File: src/design/jspi_pkg.sv
// ----------------------------------------------------------------------------
// Joint-space profile interpolator package
// Shared types, constants and the microcode program of the tick sequencer.
// ----------------------------------------------------------------------------
`default_nettype none

package jspi_pkg;

  // Configuration defaults and limits.
  localparam int JOINTS_DEF = 6;
  localparam int MAX_STEPS  = 4096;

  // Stream and configuration port widths.
  localparam int IN_TDATA_W  = 80;
  localparam int OUT_TDATA_W = 72;
  localparam int CFG_IDX_W   = 3;
  localparam int CFG_DATA_W  = 32;

  // Register indexes of the configuration port.
  localparam logic [CFG_IDX_W-1:0] CFG_TOTAL     = 3'd0;
  localparam logic [CFG_IDX_W-1:0] CFG_ACCEL_END = 3'd1;
  localparam logic [CFG_IDX_W-1:0] CFG_DECEL_BEG = 3'd2;
  localparam logic [CFG_IDX_W-1:0] CFG_COEF      = 3'd3;
  localparam logic [CFG_IDX_W-1:0] CFG_RATE      = 3'd4;
  localparam logic [CFG_IDX_W-1:0] CFG_INTERCEPT = 3'd5;

  // Progress value of a finished move, Q1.30.
  localparam logic [30:0] ONE_Q30 = 31'h4000_0000;

  // Motion phase codes.
  localparam logic [1:0] PHASE_UP     = 2'd0;
  localparam logic [1:0] PHASE_CRUISE = 2'd1;
  localparam logic [1:0] PHASE_DOWN   = 2'd2;

  // Microcode address width and entry points.
  localparam int UPC_W = 4;
  localparam logic [UPC_W-1:0] UPC_START  = 4'd0;
  localparam logic [UPC_W-1:0] UPC_CRUISE = 4'd5;
  localparam logic [UPC_W-1:0] UPC_JOINT  = 4'd7;

  // Operand pair fed to the shared multiplier.
  typedef enum logic [2:0] {
    MUL_NONE = 3'd0,
    MUL_XX   = 3'd1,
    MUL_SQ   = 3'd2,
    MUL_CHI  = 3'd3,
    MUL_CLO  = 3'd4,
    MUL_RATE = 3'd5,
    MUL_SPAN = 3'd6
  } mul_sel_t;

  // Use made of the registered product.
  typedef enum logic [2:0] {
    ACT_NONE   = 3'd0,
    ACT_LO     = 3'd1,
    ACT_QHI    = 3'd2,
    ACT_QUART  = 3'd3,
    ACT_CRUISE = 3'd4,
    ACT_EMIT   = 3'd5
  } act_t;

  // Sequencer branch condition.
  typedef enum logic [1:0] {
    COND_NEXT   = 2'd0,
    COND_JUMP   = 2'd1,
    COND_CRUISE = 2'd2,
    COND_LOOP   = 2'd3
  } cond_t;

  typedef struct packed {
    mul_sel_t         mul;
    act_t             act;
    cond_t            cond;
    logic             wait_out;
    logic [UPC_W-1:0] target;
  } ctrl_word_t;

  // Status from the datapath that steers the sequencer.
  typedef struct packed {
    logic cruise;
    logic more;
    logic out_free;
  } seq_status_t;

  localparam ctrl_word_t CW_IDLE = '{mul: MUL_NONE, act: ACT_NONE, cond: COND_NEXT,
                                     wait_out: 1'b0, target: UPC_START};

  // Tick program. The product of a step is used by the step after it.
  function automatic ctrl_word_t ucode(input logic [UPC_W-1:0] addr);
    ctrl_word_t cw;
    cw = CW_IDLE;
    unique case (addr)
      // x squared; cruise ticks branch off.
      4'd0: begin
        cw.mul    = MUL_XX;
        cw.cond   = COND_CRUISE;
        cw.target = UPC_CRUISE;
      end
      // x to the fourth.
      4'd1: cw.mul = MUL_SQ;
      // Coefficient times upper half of x^4, keep lower half.
      4'd2: begin
        cw.mul = MUL_CHI;
        cw.act = ACT_LO;
      end
      // Coefficient times lower half of x^4.
      4'd3: begin
        cw.mul = MUL_CLO;
        cw.act = ACT_QHI;
      end
      // Combine the halves into ramp progress.
      4'd4: begin
        cw.act    = ACT_QUART;
        cw.cond   = COND_JUMP;
        cw.target = UPC_JOINT;
      end
      // Cruise rate times step.
      4'd5: cw.mul = MUL_RATE;
      4'd6: cw.act = ACT_CRUISE;
      // Progress times joint span.
      4'd7: cw.mul = MUL_SPAN;
      // Emit one angle, loop over the joints.
      4'd8: begin
        cw.act      = ACT_EMIT;
        cw.cond     = COND_LOOP;
        cw.wait_out = 1'b1;
        cw.target   = UPC_JOINT;
      end
      default: cw = CW_IDLE;
    endcase
    return cw;
  endfunction

endpackage

`default_nettype wire

File: src/design/jspi_seq.sv
// ----------------------------------------------------------------------------
// Joint-space profile interpolator sequencer
// Step counter over the microcode table, with conditional jumps and a hold
// while the result register is occupied.
// ----------------------------------------------------------------------------
`default_nettype none

module jspi_seq (
  input  wire logic                 clk,
  input  wire logic                 rst_n,
  input  wire logic                 start,
  input  wire jspi_pkg::seq_status_t status,
  output jspi_pkg::ctrl_word_t      ctrl,
  output logic                      busy
);
  import jspi_pkg::*;

  logic             busy_r, busy_nxt;
  logic [UPC_W-1:0] upc_r, upc_nxt;
  ctrl_word_t       cw;

  // Next step selection.
  always_comb begin
    cw       = ucode(upc_r);
    busy_nxt = busy_r;
    upc_nxt  = upc_r;
    if (!busy_r) begin
      if (start) begin
        busy_nxt = 1'b1;
        upc_nxt  = UPC_START;
      end
    end else if (cw.wait_out && !status.out_free) begin
      upc_nxt = upc_r;
    end else begin
      unique case (cw.cond)
        COND_NEXT:   upc_nxt = upc_r + 1'b1;
        COND_JUMP:   upc_nxt = cw.target;
        COND_CRUISE: upc_nxt = status.cruise ? cw.target : upc_r + 1'b1;
        COND_LOOP: begin
          if (status.more) begin
            upc_nxt = cw.target;
          end else begin
            busy_nxt = 1'b0;
            upc_nxt  = UPC_START;
          end
        end
      endcase
    end
  end

  always_ff @(posedge clk) begin
    if (!rst_n) begin
      busy_r <= 1'b0;
      upc_r  <= UPC_START;
    end else begin
      busy_r <= busy_nxt;
      upc_r  <= upc_nxt;
    end
  end

  assign ctrl = busy_r ? cw : CW_IDLE;
  assign busy = busy_r;

endmodule

`default_nettype wire

File: src/design/joint_space_profile_interpolator_top.sv
// ----------------------------------------------------------------------------
// Joint-space profile interpolator
// Trapezoidal progress profile (quartic ramps, linear cruise) applied to the
// stored endpoints of each joint, one angle per joint for each tick.
// ----------------------------------------------------------------------------
//
//  Channel | Direction | Handshake        | Payload
//  --------+-----------+------------------+----------------------------------
//  in_     | input     | tvalid / tready  | tdata: endpoints, step; tuser: kind
//  out_    | output    | tvalid / tready  | tdata: joint, angle, progress, phase
//  cfg_    | input     | we, no wait      | index, wdata
//
//  A load transaction leaves the block idle. A tick runs the quartic steps
//  in a ramp phase or the linear steps in cruise, then a multiply and an
//  emit step per joint, on the one shared 32x32 multiplier. A tick past the
//  move end is dropped. Output stalls hold the emitting step.
//  Reset restores the register defaults and clears all joint endpoints.
// ----------------------------------------------------------------------------
`default_nettype none

module joint_space_profile_interpolator_top #(
  parameter int JOINTS = jspi_pkg::JOINTS_DEF
) (
  input  wire logic                             clk,
  input  wire logic                             rst_n,
  // joint_index[2:0], start_angle[34:3], target_angle[66:35], step_index[78:67]
  input  wire logic [jspi_pkg::IN_TDATA_W-1:0]  in_tdata,
  // req_type
  input  wire logic                             in_tuser,
  input  wire logic                             in_tvalid,
  output logic                                  in_tready,
  // out_joint[2:0], angle[34:3], progress[65:35], phase[67:66]
  output logic [jspi_pkg::OUT_TDATA_W-1:0]      out_tdata,
  output logic                                  out_tlast,
  output logic                                  out_tvalid,
  input  wire logic                             out_tready,
  input  wire logic                             cfg_we,
  input  wire logic [jspi_pkg::CFG_IDX_W-1:0]   cfg_index,
  input  wire logic [jspi_pkg::CFG_DATA_W-1:0]  cfg_wdata
);
  import jspi_pkg::*;

  localparam int JW = (JOINTS > 1) ? $clog2(JOINTS) : 1;

  // Configuration registers.
  logic [12:0] total_r, accel_r, decel_r;
  logic [31:0] coef_r;
  logic [30:0] rate_r;
  logic [31:0] cint_r;

  always_ff @(posedge clk) begin
    if (!rst_n) begin
      total_r <= 13'd1000;
      accel_r <= 13'd200;
      decel_r <= 13'd800;
      coef_r  <= '0;
      rate_r  <= '0;
      cint_r  <= '0;
    end else if (cfg_we) begin
      priority case (cfg_index)
        CFG_TOTAL:     total_r <= cfg_wdata[12:0];
        CFG_ACCEL_END: accel_r <= cfg_wdata[12:0];
        CFG_DECEL_BEG: decel_r <= cfg_wdata[12:0];
        CFG_COEF:      coef_r  <= cfg_wdata;
        CFG_RATE:      rate_r  <= cfg_wdata[30:0];
        CFG_INTERCEPT: cint_r  <= cfg_wdata;
        default: ;
      endcase
    end
  end

  // Input field unpacking.
  logic [2:0]  in_joint;
  logic [31:0] in_start, in_end;
  logic [11:0] in_step;
  assign in_joint = in_tdata[2:0];
  assign in_start = in_tdata[34:3];
  assign in_end   = in_tdata[66:35];
  assign in_step  = in_tdata[78:67];

  logic        busy;
  logic        in_fire, start;
  logic [12:0] n_eff;
  logic [12:0] step_ext;

  // No transaction is taken while reset is held.
  assign in_tready = rst_n && !busy;
  assign in_fire   = in_tvalid && in_tready;
  assign n_eff     = (32'(total_r) > MAX_STEPS) ? 13'(MAX_STEPS) : total_r;
  assign step_ext  = {1'b0, in_step};
  assign start     = in_fire && in_tuser && (step_ext < n_eff);

  // Joint endpoint store: start angle, span sign and span magnitude.
  logic [31:0] jstart_r [JOINTS];
  logic        jneg_r   [JOINTS];
  logic [31:0] jmag_r   [JOINTS];
  logic        load_en;
  logic        span_neg;
  logic [31:0] span_mag;

  assign load_en  = in_fire && !in_tuser && (32'(in_joint) < JOINTS);
  assign span_neg = $signed(in_end) < $signed(in_start);
  assign span_mag = span_neg ? (in_start - in_end) : (in_end - in_start);

  always_ff @(posedge clk) begin
    if (!rst_n) begin
      for (int i = 0; i < JOINTS; i++) begin
        jstart_r[i] <= '0;
        jneg_r[i]   <= 1'b0;
        jmag_r[i]   <= '0;
      end
    end else if (load_en) begin
      jstart_r[in_joint[JW-1:0]] <= in_start;
      jneg_r[in_joint[JW-1:0]]   <= span_neg;
      jmag_r[in_joint[JW-1:0]]   <= span_mag;
    end
  end

  // Tick context captured at acceptance.
  logic [11:0] s_r;
  logic [12:0] x_r;
  logic [1:0]  phase_r;

  always_ff @(posedge clk) begin
    if (start) begin
      s_r <= in_step;
      if (step_ext < accel_r) begin
        phase_r <= PHASE_UP;
        x_r     <= step_ext;
      end else if (step_ext < decel_r) begin
        phase_r <= PHASE_CRUISE;
        x_r     <= step_ext;
      end else begin
        phase_r <= PHASE_DOWN;
        x_r     <= n_eff - step_ext;
      end
    end
  end

  // Sequencer.
  ctrl_word_t  ctrl;
  seq_status_t status;
  logic [JW-1:0] j_r;
  logic        out_valid_r;
  logic        emit;

  assign status.cruise   = (phase_r == PHASE_CRUISE);
  assign status.more     = (j_r != JW'(JOINTS - 1));
  assign status.out_free = !out_valid_r || out_tready;

  jspi_seq u_seq (
    .clk    (clk),
    .rst_n  (rst_n),
    .start  (start),
    .status (status),
    .ctrl   (ctrl),
    .busy   (busy)
  );

  // Quartic partial results and progress.
  logic [23:0] lo_r;
  logic [56:0] qhi_r;
  logic [30:0] prog_r, prog_nxt;
  logic [57:0] qsum;
  logic [33:0] qval;
  logic [44:0] csum;

  // Shared multiplier operand selection.
  logic [63:0] prod_r;
  logic [31:0] mul_a, mul_b;

  always_comb begin
    mul_a = '0;
    mul_b = '0;
    unique case (ctrl.mul)
      MUL_XX: begin
        mul_a = 32'(x_r);
        mul_b = 32'(x_r);
      end
      MUL_SQ: begin
        mul_a = 32'(prod_r[24:0]);
        mul_b = 32'(prod_r[24:0]);
      end
      MUL_CHI: begin
        mul_a = coef_r;
        mul_b = 32'(prod_r[48:24]);
      end
      MUL_CLO: begin
        mul_a = coef_r;
        mul_b = 32'(lo_r);
      end
      MUL_RATE: begin
        mul_a = 32'(rate_r);
        mul_b = 32'(s_r);
      end
      MUL_SPAN: begin
        mul_a = 32'(prog_r);
        mul_b = jmag_r[j_r];
      end
      default: begin
        mul_a = '0;
        mul_b = '0;
      end
    endcase
  end

  always_ff @(posedge clk) begin
    if (ctrl.mul != MUL_NONE) begin
      prod_r <= 64'(mul_a) * 64'(mul_b);
    end
  end

  // Combine the quartic halves and clamp the progress.
  assign qsum = 58'(qhi_r) + 58'(prod_r[55:24]);
  assign qval = qsum[57:24];
  assign csum = {{13{cint_r[31]}}, cint_r} + {2'b00, prod_r[42:0]};

  always_comb begin
    prog_nxt = prog_r;
    if (ctrl.act == ACT_QUART) begin
      if (phase_r == PHASE_UP) begin
        prog_nxt = (qval > 34'(ONE_Q30)) ? ONE_Q30 : qval[30:0];
      end else begin
        prog_nxt = (qval >= 34'(ONE_Q30)) ? '0 : ONE_Q30 - qval[30:0];
      end
    end else if (ctrl.act == ACT_CRUISE) begin
      if (csum[44]) begin
        prog_nxt = '0;
      end else if (csum[43:0] > 44'(ONE_Q30)) begin
        prog_nxt = ONE_Q30;
      end else begin
        prog_nxt = csum[30:0];
      end
    end
  end

  always_ff @(posedge clk) begin
    if (ctrl.act == ACT_LO) begin
      lo_r <= prod_r[23:0];
    end
    if (ctrl.act == ACT_QHI) begin
      qhi_r <= prod_r[56:0];
    end
    prog_r <= prog_nxt;
  end

  // Angle of the current joint: start plus floor(progress * span / 2^30).
  logic [62:0] pm_adj;
  logic [31:0] delta;
  logic [31:0] angle;

  assign pm_adj = jneg_r[j_r] ? (63'(prod_r[61:0]) + 63'(32'h3FFF_FFFF))
                              : 63'(prod_r[61:0]);
  assign delta  = pm_adj[61:30];
  assign angle  = jneg_r[j_r] ? (jstart_r[j_r] - delta) : (jstart_r[j_r] + delta);

  assign emit = (ctrl.act == ACT_EMIT) && status.out_free;

  // Joint counter.
  always_ff @(posedge clk) begin
    if (!rst_n) begin
      j_r <= '0;
    end else if (start) begin
      j_r <= '0;
    end else if (emit && status.more) begin
      j_r <= j_r + 1'b1;
    end
  end

  // Result register.
  logic [2:0]  oj_r;
  logic [31:0] oangle_r;
  logic [30:0] oprog_r;
  logic [1:0]  ophase_r;
  logic        olast_r;
  logic        out_valid_nxt;

  always_comb begin
    out_valid_nxt = out_valid_r;
    if (emit) begin
      out_valid_nxt = 1'b1;
    end else if (out_tready) begin
      out_valid_nxt = 1'b0;
    end
  end

  always_ff @(posedge clk) begin
    if (!rst_n) begin
      out_valid_r <= 1'b0;
    end else begin
      out_valid_r <= out_valid_nxt;
    end
  end

  always_ff @(posedge clk) begin
    if (emit) begin
      oj_r     <= 3'(j_r);
      oangle_r <= angle;
      oprog_r  <= prog_r;
      ophase_r <= phase_r;
      olast_r  <= !status.more;
    end
  end

  assign out_tvalid = out_valid_r;
  assign out_tlast  = olast_r;
  assign out_tdata  = {4'b0000, ophase_r, oprog_r, oangle_r, oj_r};

endmodule

`default_nettype wire

File: config.mk
export PLATFORM = sky130hd
export DESIGN_NAME = joint_space_profile_interpolator_top
export DESIGN_NICKNAME = d
export VERILOG_FILES = /design/src/design/jspi_pkg.sv /design/src/design/jspi_seq.sv /design/src/design/joint_space_profile_interpolator_top.sv
export SDC_FILE = /design/constraint.sdc
export NUM_CORES = 2
export LEC_CHECK = 0
export ABC_CLOCK_PERIOD_IN_PS = 12100
export BUFFER_PORTS_ARGS = -buffer_cell sky130_fd_sc_hd__buf_4
export CORE_MARGIN = 3
export CORE_UTILIZATION = 57
export CTS_BUF_LIST = sky130_fd_sc_hd__clkbuf_16
export CTS_CLUSTER_DIAMETER = 100
export DETAILED_ROUTE_END_ITERATION = 10
export HOLD_SLACK_MARGIN = 0.03
export PLACE_DENSITY = 0.74
export REMOVE_ABC_BUFFERS = 1
export SLEW_MARGIN = 0
export SYNTH_ARGS = -nofsm -noshare
export SYNTH_HDL_FRONTEND = slang
export SYNTH_HIERARCHICAL = 1
export SYNTH_SLANG_ARGS = --single-unit
File: constraint.sdc
create_clock -name clk -period 12.1 [get_ports clk]
set_input_delay 0.605 -clock clk [delete_from_list [all_inputs] [get_ports clk]]
set_output_delay 0.605 -clock clk [all_outputs]
set_load 0.01 [all_outputs]
==> flow_metrics.tcl <==
set metrics [dict create \
    power_density_nw_per_um2 82.4 \
    clkTransAtPathRegs_ps 60 \
    drtIter0Drc 6436 \
    min_path_type "primary input to flop" \
    fin_crit_sh_pct 95.8 \
    cts_setup_buffers 0 \
    h-tree-depth 3 \
    max_freq_mhz 86.3 \
    ant_nets 0 \
    critical_path_class "flop to flop" \
    wl_per_cell_um 24.1 \
    core_um2 142000 \
    worst_pin_slew_ps 1230 \
    root_buffer "clkbuf_16" \
    cts_made_buffers 97 \
    cts_buffer_depth 3 \
    leakagePower_nw 38.0 \
    grt_pass1_wl_um 381000 \
    die_h_um 385 \
    syn_avg_cell_area_um2 10.1 \
    power_mw 7.41 \
    antenna_found_initial 12 \
    drc 0 \
    initial_core_util_pct 57.6 \
    syn_inst 8124 \
    slew-limit-headroom_pct 18.3 \
    reg2reg_depth 34 \
    area_growth_pct 9.81 \
    dieArea_um2 148000 \
    insertion_delay_ps 740 \
    hold_violations 0 \
    routed_via_density 6.07 \
    grt_max_degree 85 \
    min_period_ps 11590 \
    cap_violations 0 \
    worstPathRequired_ps 12520 \
    drv_slew 0 \
    cts_resized 0 \
    rsz0062_at_grt "false" \
    crit_top_cell "fa_1" \
    ios 196 \
    synth_warnings 6 \
    setup_viol 0 \
    cts_tree "built" \
    finalNetCount 9823 \
    critical_path_arrival_ps 12010 \
    post_route_cells_drive_above_1_share_pct 9.98 \
    fillCellCount 11400 \
    dpl.hpwl_um 190000 \
    final_cell_mix "inv_1 (1167), nor2_1 (1066), nand2_1 (938)" \
    die_w_um 385 \
    max_stage_delay_ps 610 \
    crit_slowest_cell "dfxtp_1" \
    holdWs_ps 129 \
    first_global_vias 64300 \
    gr-total-overflow 0 \
    peakVddDrop_v 0.000110 \
    wirelength_um 249000 \
    syn_area_um2 81900 \
    grt_use_total_pct 34.0 \
    placement_rows 138 \
    status "finished, final reports clean" \
    port-buffer-count 190 \
    gp_congestion 0.965 \
    first_pass_iters 8 \
    cts_hold_buf 0 \
    clock_skew_ps 63.6 \
    hold_depth 1 \
    num_vias 62600 \
    cp-end-kind "flop" \
    final_common_cell "inv_1" \
    cp_max_fo 28 \
    start_kind "flop" \
    clkSinkCount 936 \
]
==> worst paths after layout <==
| kind | start | to | slack [ps] |
|---|---|---|---|
| worst max-delay path | u_seq/busy | prod_r[60] | 510 |
| worst min-delay path | in_tdata[72] | s_r[5] | 130 |
| worst max register to register | u_seq/busy | prod_r[60] | 510 |
| worst min register to register | prog_r[24] | oprog_r[24] | 460 |
==> stage by stage <==
step | worst slack [ps] | std cells | area [um2] | setup TNS (ps) | utilization [%]
after floorplan | -5140 | 7842 | 80800 | -223840 | -
after global placement | 715 | 10100 | 86700 | 0 | 61.0
after detailed placement | 642 | 10100 | 86700 | 0 | 61.0
after CTS | 574 | 10300 | 89800 | 0 | 63.2
after global routing | 51.6 | 10300 | 89900 | 0 | 63.3
final | 511 | 10300 | 90000 | 0 | 63.3
==> final cells by class <==
class / count / area [um2] / share of cell area [%]
sequential: 936 / 26600 / 29.6
clock buffer: 98 / 2450 / 2.73
inverter: 1143 / 4290 / 4.77
tap: 1890 / 2360 / 2.63
timing repair buffer: 402 / 3080 / 3.42
multi-input combinational: 5763 / 50400 / 56.1
antenna: 5 / 12.5 / 0.0139
clock inverter: 83 / 709 / 0.789
==> worst max-delay path, delay by kind of cell (launching register included) <==
| family | cells | cell delay, ps |
|---|---|---|
| xor gates and xnor gates | 1 | 120 |
| and+or+nand+nor | 5 | 1380 |
| buffers and inverters | 6 | 1050 |
| AOI/OAI and AO/OA | 13 | 3560 |
| DFF | 1 | 610 |
| adders and majority gates | 9 | 4530 |
==> flip-flops by register name, indices dropped and copies added, names as in the netlist, 24 cells and up, named ones only <==
| signal | flops |
|---|---|
| jmag_r | 256 |
| jstart_r | 256 |
| prod_r | 62 |
| qhi_r | 57 |
| cint_r | 32 |
| coef_r | 32 |
| oangle_r | 32 |
| oprog_r | 31 |
| prog_r | 31 |
| rate_r | 31 |
| lo_r | 24 |
==> per-layer routing <==
layer  vias up  share of wire, %  track usage (%)
li1      27300                 -                -
met1     31500                39             45.4
met2      3198                46             53.9
met3       640                10             7.13
met4         2               5.2             15.4
met5         -            0.0048                0
==> where the power goes <==
group | internal [mW] | switching [mW] | leakage [nW]
registers | 3.62 | 0.0476 | 8.50
clock network | 1.64 | 1.34 | 1.62
logic | 0.262 | 0.506 | 27.9
(Power assumes the default switching activity.)
